--- config.mk ---
export PLATFORM = sky130hd
export DESIGN_NAME = djac_ram
export DESIGN_NICKNAME = d
export VERILOG_FILES = /design/src/djac_ram.sv
export SDC_FILE = /design/constraint.sdc
export NUM_CORES = 1
export LEC_CHECK = 0
export BUFFER_PORTS_ARGS = -buffer_cell sky130_fd_sc_hd__buf_2
export CORE_MARGIN = 1.5
export CORE_UTILIZATION = 45
export CTS_BUF_LIST = sky130_fd_sc_hd__clkbuf_16
export CTS_CLUSTER_DIAMETER = 100
export CTS_CLUSTER_SIZE = 14
export DETAILED_ROUTE_END_ITERATION = 8
export GPL_ROUTABILITY_DRIVEN = 0
export GPL_TIMING_DRIVEN = 0
export MAX_ROUTING_LAYER = met4
export PLACE_DENSITY_LB_ADDON = 0.2
export SYNTH_ARGS = -nofsm -noshare
export SYNTH_HDL_FRONTEND = slang
export SYNTH_SLANG_ARGS = --single-unit
--- constraint.sdc ---
create_clock -name clock -period 1.9 [get_ports clock]
set_input_delay 0.19 -clock clock [delete_from_list [all_inputs] [get_ports clock]]
set_output_delay 0.19 -clock clock [all_outputs]
set_load 0.01 [all_outputs]
--- src/djac_ram.sv ---
module djac_ram #(
   parameter int WIDTH = 8,
   parameter int DEPTH = 16
) (
   input  logic                     clock,
   input  logic                     wr_en,
   input  logic [$clog2(DEPTH)-1:0] wr_addr,
   input  logic [WIDTH-1:0]         wr_data,
   input  logic [$clog2(DEPTH)-1:0] rd_addr,
   output logic [WIDTH-1:0]         rd_data
);

   logic [WIDTH-1:0] mem_ff [DEPTH];
   logic [WIDTH-1:0] rd_data_ff;

   always_ff @(posedge clock) begin
      if (wr_en) begin
         mem_ff[wr_addr] <= wr_data;
      end
      rd_data_ff <= mem_ff[rd_addr];
   end

   assign rd_data = rd_data_ff;

endmodule

# [Yosys cells after proc, flatten, opt, wreduce, memory -nomap -nowiden]
# Memory sizes are Yosys's and may differ from the RTL's. A register that Yosys moved wholly into a read port is not among the register bits.
# Index checks and enable logic that the tools add are counted.
# W data, S select, Z words.
[word_totals] register_bits=0 latch_bits=0 ramBits=128 romBits=0 inputBits=18 out_inout_bits=8 word_cells=3 n_memories=1
[memory_table] memory="mem_ff" depth=16 width=8 read_ports=1 rd_ports_with_merged_regs=1 write_ports=1 line="13" text="logic [WIDTH-1:0] mem_ff [DEPTH];"
[classes] add_sub_neg=0 mul=0 div_mod_pow=0 order_cmp=0 eq_ne=0 n_shift=0 muxes=2 bitwise=0 n_reduce_logical=0
[ops] op="$mux W1" count=2

# [Depth between registers and ports, before layout]
[depth] ltp_word=2 mapped_depth=5 depth_no_buf=3

# [Least setup slack after synthesis]
# OpenSTA, ideal clock, no wires.
[synth_path] path_type="input to register" start="input wr_addr[2]" end="memory mem_ff[0][0] (enable)" setup_ps=383 arrival_time_ps=1300 slack_ps=217 path_stages=2 path_cell_list="or3b_2 > nor3_1"
[synth_rtl] item="from (decl)" line="7" text="input logic [$clog2(DEPTH)-1:0] wr_addr,"
[synth_rtl] item="to (decl)" line="13"
# No word-level cell before the write port.

# [Worst setup path in the final report]
[layout_path] start="input wr_addr[2]" end="memory mem_ff[3][5] (enable)"
# No word-level cell before the write port.

==> reports/summary.txt <==
Initial Util - 46.9%
Detailed Route Iter0 Violations - 133
Syn_area_per_cell - 22.5 µm²
Synthesized area - 5150 µm²
Vias in the first global route - 2,377
Routed via count - 2,359
Clock tree buffer depth - 2
Skew final - 0.00932 ns
Final Power - 6.58 mW
FF/Latch Area - 4000 µm²
Clk slew on worst S/H paths - 0.05 ns
Largest net degree at the start of global routing - 17
Number of fillers in the final layout - 841
Critical path required time - 1.94 ns
Post-Layout Cell Count - 425
Share of layout cells above drive strength 1 - 28.4%
FF+latch count, synth - 136
H-tree depth - 4
Pre-antenna DRT Iters - 4
DR WL/cell - 22.8 µm
Status - finished, final reports clean
Clk sinks - 136
First-pass GRT wire length - 14,600 µm
Worst Setup End Kind - flip-flop
CTS tree - done
Synth Net Count - 247
Kind of critical path - in -> reg
Std-Cell Rows - 38
Worst-skew pair later-pin latency - 0.41 ns
Cts bufs inserted - 17
Area Growth Syn to Fin - 16.1%
Pwr dens - 1100 nW/µm²
Peak supply drop - 0.417 mV
Mean number of vias per cell - 5.55
Global route overflow - 0
Final min period - 1.45 ns
Placed cells - 393
Area of the multi-input gates - 1070 µm²
Crit share post-route - 76.3%
Post-route cell area - 5980 µm²
Final count of negative-setup-slack endpoints - 0
Leak Pwr - 2.01 nW
PortBufs - 24
DRC Markers - 0
Die Height - 110 µm
Relative slew slack - 16.8%
RSZ-0062 raised after global routing - no
Arr. time, crit path - 1.49 ns
YS warnings - 0
Maxcap violations - 0
Global Route Usage Sum - 18.8%
Die span in x - 110 µm
Placed wire-length estimate - 5940 µm
CP max FO - 8
Io pins - 26
Final hold viol count - 0
Die ar. - 12,100 µm²
Min-delay worst type - in -> reg
Cts hold-fix bufs - 0
FMAX - 690 MHz
Initial antenna violation count - 0
Post-synthesis cell type count - 19
Crit path launch type - input pin
Gate Count Post-Synth - 229
Worst slew pin tran - 1.24 ns
Post-DRT Antenna Nets - 0
Core Area - 11,000 µm²
N_diodes - 0
Placed cell areas - 5440 µm²
Sequential area share after synthesis - 77.8%
Post-Route WL - 9670 µm
Nets@finish - 290
Fin. max-slew vios - 0
Setup TNS - 0 ns
Root Driver - clkbuf_16
-- layout make-up --
type,count,area share (%)
sequential,136,67.0
buffer,10,1.44
clock inverter,15,1.63
timing repair buffer,24,2.01
tap,140,2.93
multi-input combinational,83,17.9
clock buffer,17,7.12
-- flip-flops by register name (all words and copies together) (netlist names) --
name and cells:
rd_data 8, mem_ff 128
-- critical path, cell delays in order --
cell	delay (ns)
buf_2	0.11
or3b_2	0.54
nor2_1	0.65
-- logic make-up (layout without fill, tap and decap cells) --
| family | Yosys count | after routing | share of synthesized area [%] |
|---|---|---|---|
| DFF | 136 | 136 | 77.8 |
| buffers and inverters | 10 | 66 | 1.68 |
| and+or+nand+nor | 35 | 35 | 3.18 |
| AOI/OAI and AO/OA | 16 | 16 | 2.33 |
| muxes | 32 | 32 | 15.0 |
-- per-stage QoR --
step / utilization [%] / worst slack (ns) / hold slack [ns]
global placement: 49.6 / -0.377 / 0.584
global route: 54.4 / 0.290 / 0.185
floorplan: - / 0.217 / 0.289
CTS: 54.3 / 0.106 / 0.168
finish: 54.4 / 0.451 / 0.180
detailed placement: 49.6 / -0.316 / 0.583
-- cells in the mapped netlist, drive strengths merged --
library cell / count / area share [%]
or3b: 1 / 0.17
dfxtp: 8 / 3.1
buf: 7 / 1.1
and2: 1 / 0.12
nand2b: 2 / 0.24
nor2b: 1 / 0.12
nor3: 4 / 0.39
mux4: 32 / 15
clkdlybuf4s25: 3 / 0.58
edfxtp: 128 / 75
nand2: 9 / 0.66
nand3: 1 / 0.097
a22oi: 16 / 2.3
nor2: 13 / 0.95
and2b: 1 / 0.15
nand3b: 2 / 0.29
-- what timing repair did --
item | CTS | global route
gates resized for setup | 0 | 1
hold endpoints to repair | 0 | 0
endpoints found under the setup margin | 0 | 8
buffers inserted | 0 | 0
-- per-layer routing --
| layer | up-vias | wire (µm) | global-route usage, % |
|---|---|---|---|
| met5 | - | 0 | - |
| met2 | 57 | 4780 | 27.7 |
| li1 | 1059 | - | - |
| met4 | 0 | 76 | 6.68 |
| met1 | 1237 | 4360 | 25.9 |
| met3 | 6 | 451 | 4.45 |
-- worst paths after layout --
check	startpoint	end	slack, ns	cells after the start
worst min register to register	mem_ff[11][2]	rd_data[2]	0.69	3
worst max register to register	mem_ff[7][4]	rd_data[4]	0.49	3
worst max-delay path	wr_addr[2]	mem_ff[3][5]	0.45	3
worst min-delay path	wr_data[6]	mem_ff[7][6]	0.18	1
-- power breakdown --
group | total (mW) | internal [mW] | leakage, nW | switching, mW
combinational | 0.325 | 0.133 | 0.517 | 0.191
sequential | 3.37 | 3.36 | 1.22 | 0.0148
clock | 2.88 | 1.75 | 0.272 | 1.13
-- placed cells by master, fill, tap and decap left out, types with 3 or more instances in the layout --
cell type and instances:
edfxtp_1 128, buf_2 27, mux4_2 18, clkbuf_16 17
a22oi_1 16, mux4_1 14, nor2_1 13, nand2_1 9
dfxtp_1 8, clkinv_2 6, inv_1 4, buf_6 3
clkdlybuf4s25_2 3
Note: power is estimated with default switching activity, not from simulation.
