[config.mk]
export PLATFORM = sky130hd
export DESIGN_NAME = djac_div
export DESIGN_NICKNAME = d
export VERILOG_FILES = /design/src/djac_pkg.sv /design/src/djac_div.sv
export SDC_FILE = /design/constraint.sdc
export NUM_CORES = 1
export LEC_CHECK = 0
export ABC_AREA = 1
export BUFFER_PORTS_ARGS = -buffer_cell sky130_fd_sc_hd__buf_2
export CAP_MARGIN = 10
export CORE_ASPECT_RATIO = 0.5
export CORE_UTILIZATION = 49
export DETAILED_ROUTE_END_ITERATION = 6
export GPL_TIMING_DRIVEN = 1
export HOLD_SLACK_MARGIN = 0.12
export PLACE_DENSITY = 0.66
export SLEW_MARGIN = 20
export SYNTH_ARGS = -nofsm -noshare
export SYNTH_HDL_FRONTEND = slang
export SYNTH_SLANG_ARGS = --single-unit
[constraint.sdc]
create_clock -name clock -period 3.7 [get_ports clock]
set_clock_uncertainty 0.2 [all_clocks]
set_input_delay 0.74 -clock clock [delete_from_list [all_inputs] [get_ports clock]]
set_output_delay 0.74 -clock clock [all_outputs]
set_load 0.005 [all_outputs]
[src/djac_pkg.sv]
package djac_pkg;

   localparam int MAX_POINTS = 256;
   localparam int MASS_BITS  = 16;
   localparam int FRAC_BITS  = 16;
   localparam int SIM_W      = 20;

   localparam int IDX_W  = $clog2(MAX_POINTS);
   localparam int CNT_W  = IDX_W + 1;
   localparam int KEY_W  = MASS_BITS + FRAC_BITS;
   localparam int ENT_W  = KEY_W + 2 * MASS_BITS;
   localparam int SUM_W  = MASS_BITS + IDX_W;
   localparam int PROD_W = SUM_W + MASS_BITS;
   localparam int DEN_W  = PROD_W + 1;
   localparam int DVD_W  = 2 * MASS_BITS + FRAC_BITS;
   localparam int STEP_W = $clog2(DVD_W + 1);

   localparam logic [SIM_W-1:0] SIM_MAX = {SIM_W{1'b1}};

endpackage

[src/djac_div.sv]
module djac_div (
   input  logic                          clock,
   input  logic                          reset,
   input  logic                          start,
   input  logic [djac_pkg::DVD_W-1:0]    dividend,
   input  logic [djac_pkg::DEN_W-1:0]    divisor,
   output logic                          done,
   output logic [djac_pkg::DVD_W-1:0]    quotient
);

   logic                          busy_ff, busy_in;
   logic                          done_ff, done_in;
   logic [djac_pkg::STEP_W-1:0]   step_ff, step_in;
   logic [djac_pkg::DVD_W-1:0]    dvd_ff, dvd_in;
   logic [djac_pkg::DEN_W-1:0]    rem_ff, rem_in;
   logic [djac_pkg::DEN_W-1:0]    dsr_ff, dsr_in;
   logic [djac_pkg::DEN_W:0]      trial;
   logic                          fits;

   // restoring division, one quotient bit per cycle; quotient shifts in behind the dividend
   assign trial = {rem_ff, dvd_ff[djac_pkg::DVD_W-1]};
   assign fits  = trial >= {1'b0, dsr_ff};

   always_comb begin
      busy_in = busy_ff;
      done_in = 1'b0;
      step_in = step_ff;
      dvd_in  = dvd_ff;
      rem_in  = rem_ff;
      dsr_in  = dsr_ff;
      if (start) begin
         busy_in = 1'b1;
         step_in = '0;
         dvd_in  = dividend;
         rem_in  = '0;
         dsr_in  = divisor;
      end else if (busy_ff) begin
         dvd_in = {dvd_ff[djac_pkg::DVD_W-2:0], fits};
         rem_in = fits ? djac_pkg::DEN_W'(trial - {1'b0, dsr_ff})
                       : trial[djac_pkg::DEN_W-1:0];
         step_in = step_ff + 1'b1;
         if (step_ff == djac_pkg::STEP_W'(djac_pkg::DVD_W - 1)) begin
            busy_in = 1'b0;
            done_in = 1'b1;
         end
      end
   end

   always_ff @(posedge clock) begin
      if (reset) begin
         busy_ff <= 1'b0;
         done_ff <= 1'b0;
      end else begin
         busy_ff <= busy_in;
         done_ff <= done_in;
      end
      step_ff <= step_in;
      dvd_ff  <= dvd_in;
      rem_ff  <= rem_in;
      dsr_ff  <= dsr_in;
   end

   assign done     = done_ff;
   assign quotient = dvd_ff;

endmodule

* After elaboration in Yosys (flattened, before gate mapping)
Index checks and enable logic that the tools add are counted. Widths: inputs -> output; s select.
Cells by class: reductions and logical operators 2, add/sub/neg operators 2, muxes and demuxes 7, $lt $le $gt $ge 1, equal/unequal tests 1, bitwise operators 1
Operator list (number):
- $mux 48 | 2
- $ge 42x41->1 | 1
- $mux 41 | 1
- $sub 41x41->41 | 1
- $add 6x1->6 const B | 1
- $eq 6x6->1 const B | 1
- $mux 1 | 4
- $reduce_or 3->1 | 1
- $reduce_bool 2->1 | 1
- $not 1->1 | 1
Word-level totals: flip-flop bits (word level) 138, output and inout port bits 49, bits of input ports 92

* Depth between registers and ports, before layout
depth after elaboration 4, depth in mapped cells 17, depth with buffers taken out 16

* Least setup slack after synthesis
OpenSTA, ideal clock, no wires.
path kind input -> register, from input port start, to register dvd_ff, in the netlist quotient[0], enable pin, arrival 2805 ps, buffers on the path 2, slack 263 ps, stages 4, cells stage by stage clkbuf_1 nor2_1 inv_1 clkbuf_1
Between the ends: longest elaborated chain between the ends 1
Ends and longest elaborated chain:
- start, declared | RTL line djac_div.sv:4 | input logic start,
- $reduce_bool 2->1 (no source line)
- end signal, assigned | RTL line djac_div.sv:58 | dvd_ff <= dvd_in;
- end, declared | RTL line djac_div.sv:14 | logic [djac_pkg::DVD_W-1:0] dvd_ff, dvd_in;
No other way between the ends. A chain may end at the register's enable or synchronous reset.

* Worst setup path after layout
from register dvd_ff, in the netlist quotient[47], to register rem_ff[10] (netlist bit)
Between the ends: longest elaborated chain between the ends 2, elaborated cells between the ends (all ways) 3, those cells by class add/sub (1); order compare (1); mux (1)
Ends and longest elaborated chain:
- $sub 41x41->41 / $ge 42x41->1 (equally long branches) | RTL line djac_div.sv:39, djac_div.sv:22
- $mux 41 * | RTL line djac_div.sv:39 | rem_in = fits ? djac_pkg::DEN_W'(trial - {1'b0, dsr_ff})
- end signal, assigned | RTL line djac_div.sv:59 | rem_ff <= rem_in;
- end, declared | RTL line djac_div.sv:15 | logic [djac_pkg::DEN_W-1:0] rem_ff, rem_in;
Mark *: on every way between the ends. The rest lies on a longest branch, timed or not.

==> out/metrics.yaml <==
route:
  dr_total_vias: 8313
  wl_per_cell_um: 15.0
  final_antenna_net_count: 0
  drt_iter0_drc: 648
  drcViolationCount: 0
  vias_per_cell: 4.98
  dr.pass1.iters: 5
  drt_wl_total_um: 25100
worst_setup_path:
  regToRegEndpoint: "rem_ff[10]"
  cp_cell_sequence: "inv_1 > ha_1 > inv_1 > fa_1 > nand3_1 > nand3_2 > nand2_1 > nand3_2 > nand2_4 > buf_4 > nand3_1 > nand3_1 > o21ai_1"
  worstPathRequired_ns: 3.80
  cp_slowest_cell: "fa_1"
  start_kind: "flip-flop"
  reg2reg_from: "quotient[47]"
  rrSetupSlack_ns: 0.79
  end_kind: "flip-flop"
  path_class: "reg -> reg"
  cp.arrival_ns: 3.01
  slowest_delay_ns: 0.44
  cp_num_buf_inv: 3
  cp_max_fo: 28
  worst_r2r_path_depth: 13
  critPathTopFamily: "simple AND/OR/NAND/NOR gates"
  cp_common_cell: "nand3_1"
clock_network:
  ctsResizeCount: 0
  cts_tree: "done"
  cts_inserted_buffers: 17
  clockBufferDepth: 2
  h-tree-depth: 4
  root_buffer: "clkbuf_16"
  holdBufCountCts: 0
  clk_latency_ns: 0.44
  clock-sinks: 138
  clk_pin_slew_ns: 0.07
  postCtsSetupRepairBufs: 0
final_layout:
  fin_nets: 1557
  area_delta_synth_final_pct: 16.1
  fillCellCount: 1747
  regArea_mm2: 0.00365
  final_cell_area_mm2: 0.0105
  drive_above_1_share: 0.167
  multi_input_area_mm2: 0.00441
grt:
  grt_pass1_vias: 8176
  grt_max_degree: 91
  grt.overflow.total: 0
  grt_pass1_wl_um: 41200
  grt.busiest_layer: "met2"
  grt.met1_usage: 0.390
  antenna_found_initial: 3
  grtUsageTotal: 0.277
  grt.met3_usage: 0.0784
  grtUsageMet2: 0.414
sta:
  rsz0062_at_grt: "false"
  finalHoldViolations: 0
  layout_min_cycle_time_ns: 2.91
  period_share: 0.787
  slew_viol_final: 0
  tightest_slew_ns: 1.06
  setup_viol: 0
  fmax_ghz: 0.343
  whs_ns: 0.270
  slew_headroom: 0.293
  fin_tns_setup_ns: 0
synth:
  synth_edf_count: 89
  netlist.area_leader.share: 0.294
  syn_area_per_cell_um2: 7.06
  synth_fp_nets: 1421
  synth_area_leaders: "edfxtp_1 29%, nand2_1 21%, dfxtp_1 11%, inv_1 8.4%, ha_1 5.8%"
  synthCells: 1286
  synth-seq-cells: 138
  netlist_area_mm2: 0.00908
  synthFlopType: "edfxtp_1"
  yosys_warnings: 0
  yosysTopAreaCell: "edfxtp_1"
  synth-async-reset-ratio: 0
  ys_seq_area_frac: 0.402
  synth_cell_types: 39
  yosysMostFrequentCell: "nand2_1"
  ys_top_cells_by_count: "511 x nand2_1, 202 x inv_1, 99 x nand3_1"
hold_path:
  hold_path_class: "reg -> reg"
  hold_end: "rem_ff[28]"
  min-delay-start: "rem_ff[28]"
  min_path_cells: 2
placement:
  portBuffers: 140
  gp_congestion: 0.999
  postPlaceCellArea_mm2: 0.00997
  dp_hpwl_um: 18900
status:
  status: "finished clean"
die:
  fp.coreArea_mm2: 0.0177
  start_util: 0.512
  dieArea_mm2: 0.0191
  die_h_um: 98.2
  die_w_um: 194
  rows: 34
  ios: 141
pwr:
  powerDensity_mw_per_mm2: 376
  p_leak_nw: 5.55
  power.ir.vdd_worst_v: 0.000291
run:
  drv_cap: 0
## metal layers
layer  share of wire  vias to the layer above
li1                -                     4270
met1            0.50                     3763
met2            0.41                      255
met3           0.080                       23
met4           0.012                        2
met5         0.00052                        -
## metrics by stage
stage / setup slack [ns] / utilization / cells / total power, mW
2_1_floorplan: 0.263 / - / 1286 / 2.09
3_3_place_gp: 0.962 / 0.562 / 1637 / 2.28
3_5_place_dp: 0.840 / 0.562 / 1637 / 2.29
4_1_cts: 0.818 / 0.594 / 1669 / 3.99
5_1_grt: 0.594 / 0.594 / 1669 / 4.13
6_report: 0.788 / 0.594 / 1670 / 3.96
## report_power, final
| group | total [mW] | switching, mW | internal [mW] |
|---|---|---|---|
| logic | 0.458 | 0.285 | 0.173 |
| registers | 1.80 | 0.0427 | 1.75 |
| clock network | 1.71 | 0.766 | 0.941 |
## state kept, by name, indices dropped and copies added, names as in the netlist
name      flops
quotient     48
dsr_ff       41
step_ff       6
done          1
rem_ff       41
busy_ff       1
## cells by family (layout without fill, tap and decap cells)
| family | after synthesis | after routing | synth area share |
|---|---|---|---|
| other | 0 | 1 | 0 |
| and+or+nand+nor | 754 | 754 | 0.361 |
| xor gates and xnor gates | 23 | 23 | 0.0222 |
| AOI/OAI and AO/OA | 73 | 73 | 0.0422 |
| buffers and inverters | 255 | 404 | 0.112 |
| DFF | 138 | 138 | 0.402 |
| adders and majority gates | 43 | 43 | 0.0601 |
## worst max-delay path by stage
stage                             from          end  slack, ns  cells past startpoint
after floorplan                  start  quotient[0]       0.26                      4
after global placement    quotient[47]    rem_ff[2]       0.96                     13
after detailed placement  quotient[47]    rem_ff[6]       0.84                     13
after CTS                 quotient[47]   rem_ff[10]       0.82                     13
after global routing      quotient[47]   rem_ff[10]       0.59                     13
final                     quotient[47]   rem_ff[10]       0.79                     13
## worst reg2reg max path, cell delays in order, from the launching register on
cell      delay [ns]
edfxtp_1        0.39
inv_1           0.09
ha_1            0.14
inv_1           0.07
fa_1            0.44
nand3_1         0.13
nand3_2         0.11
nand2_1         0.11
nand3_2         0.10
nand2_4         0.36
buf_4           0.31
nand3_1         0.11
nand3_1         0.11
o21ai_1         0.09
## cell usage in the layout, fill, tap and decap left out, drive strengths merged, types with 9 or more instances in the layout
cell type	count
ha	42
nand3	112
o21ai	33
edfxtp	89
nand3b	17
buf	147
xnor2	22
a21oi	33
nand2	523
dfxtp	49
clkinv	9
inv	225
nor2	88
clkbuf	18
## final cells by class
| cell class | count | area share |
|---|---|---|
| repair buffers | 147 | 0.0729 |
| multi-input cells | 893 | 0.418 |
| diodes | 1 | 0.000238 |
| clock buffers | 18 | 0.0407 |
| well taps | 234 | 0.0278 |
| flip-flops and latches | 138 | 0.347 |
| clock inverters | 14 | 0.0129 |
| inverters | 225 | 0.0802 |
(Power assumes the default switching activity.)
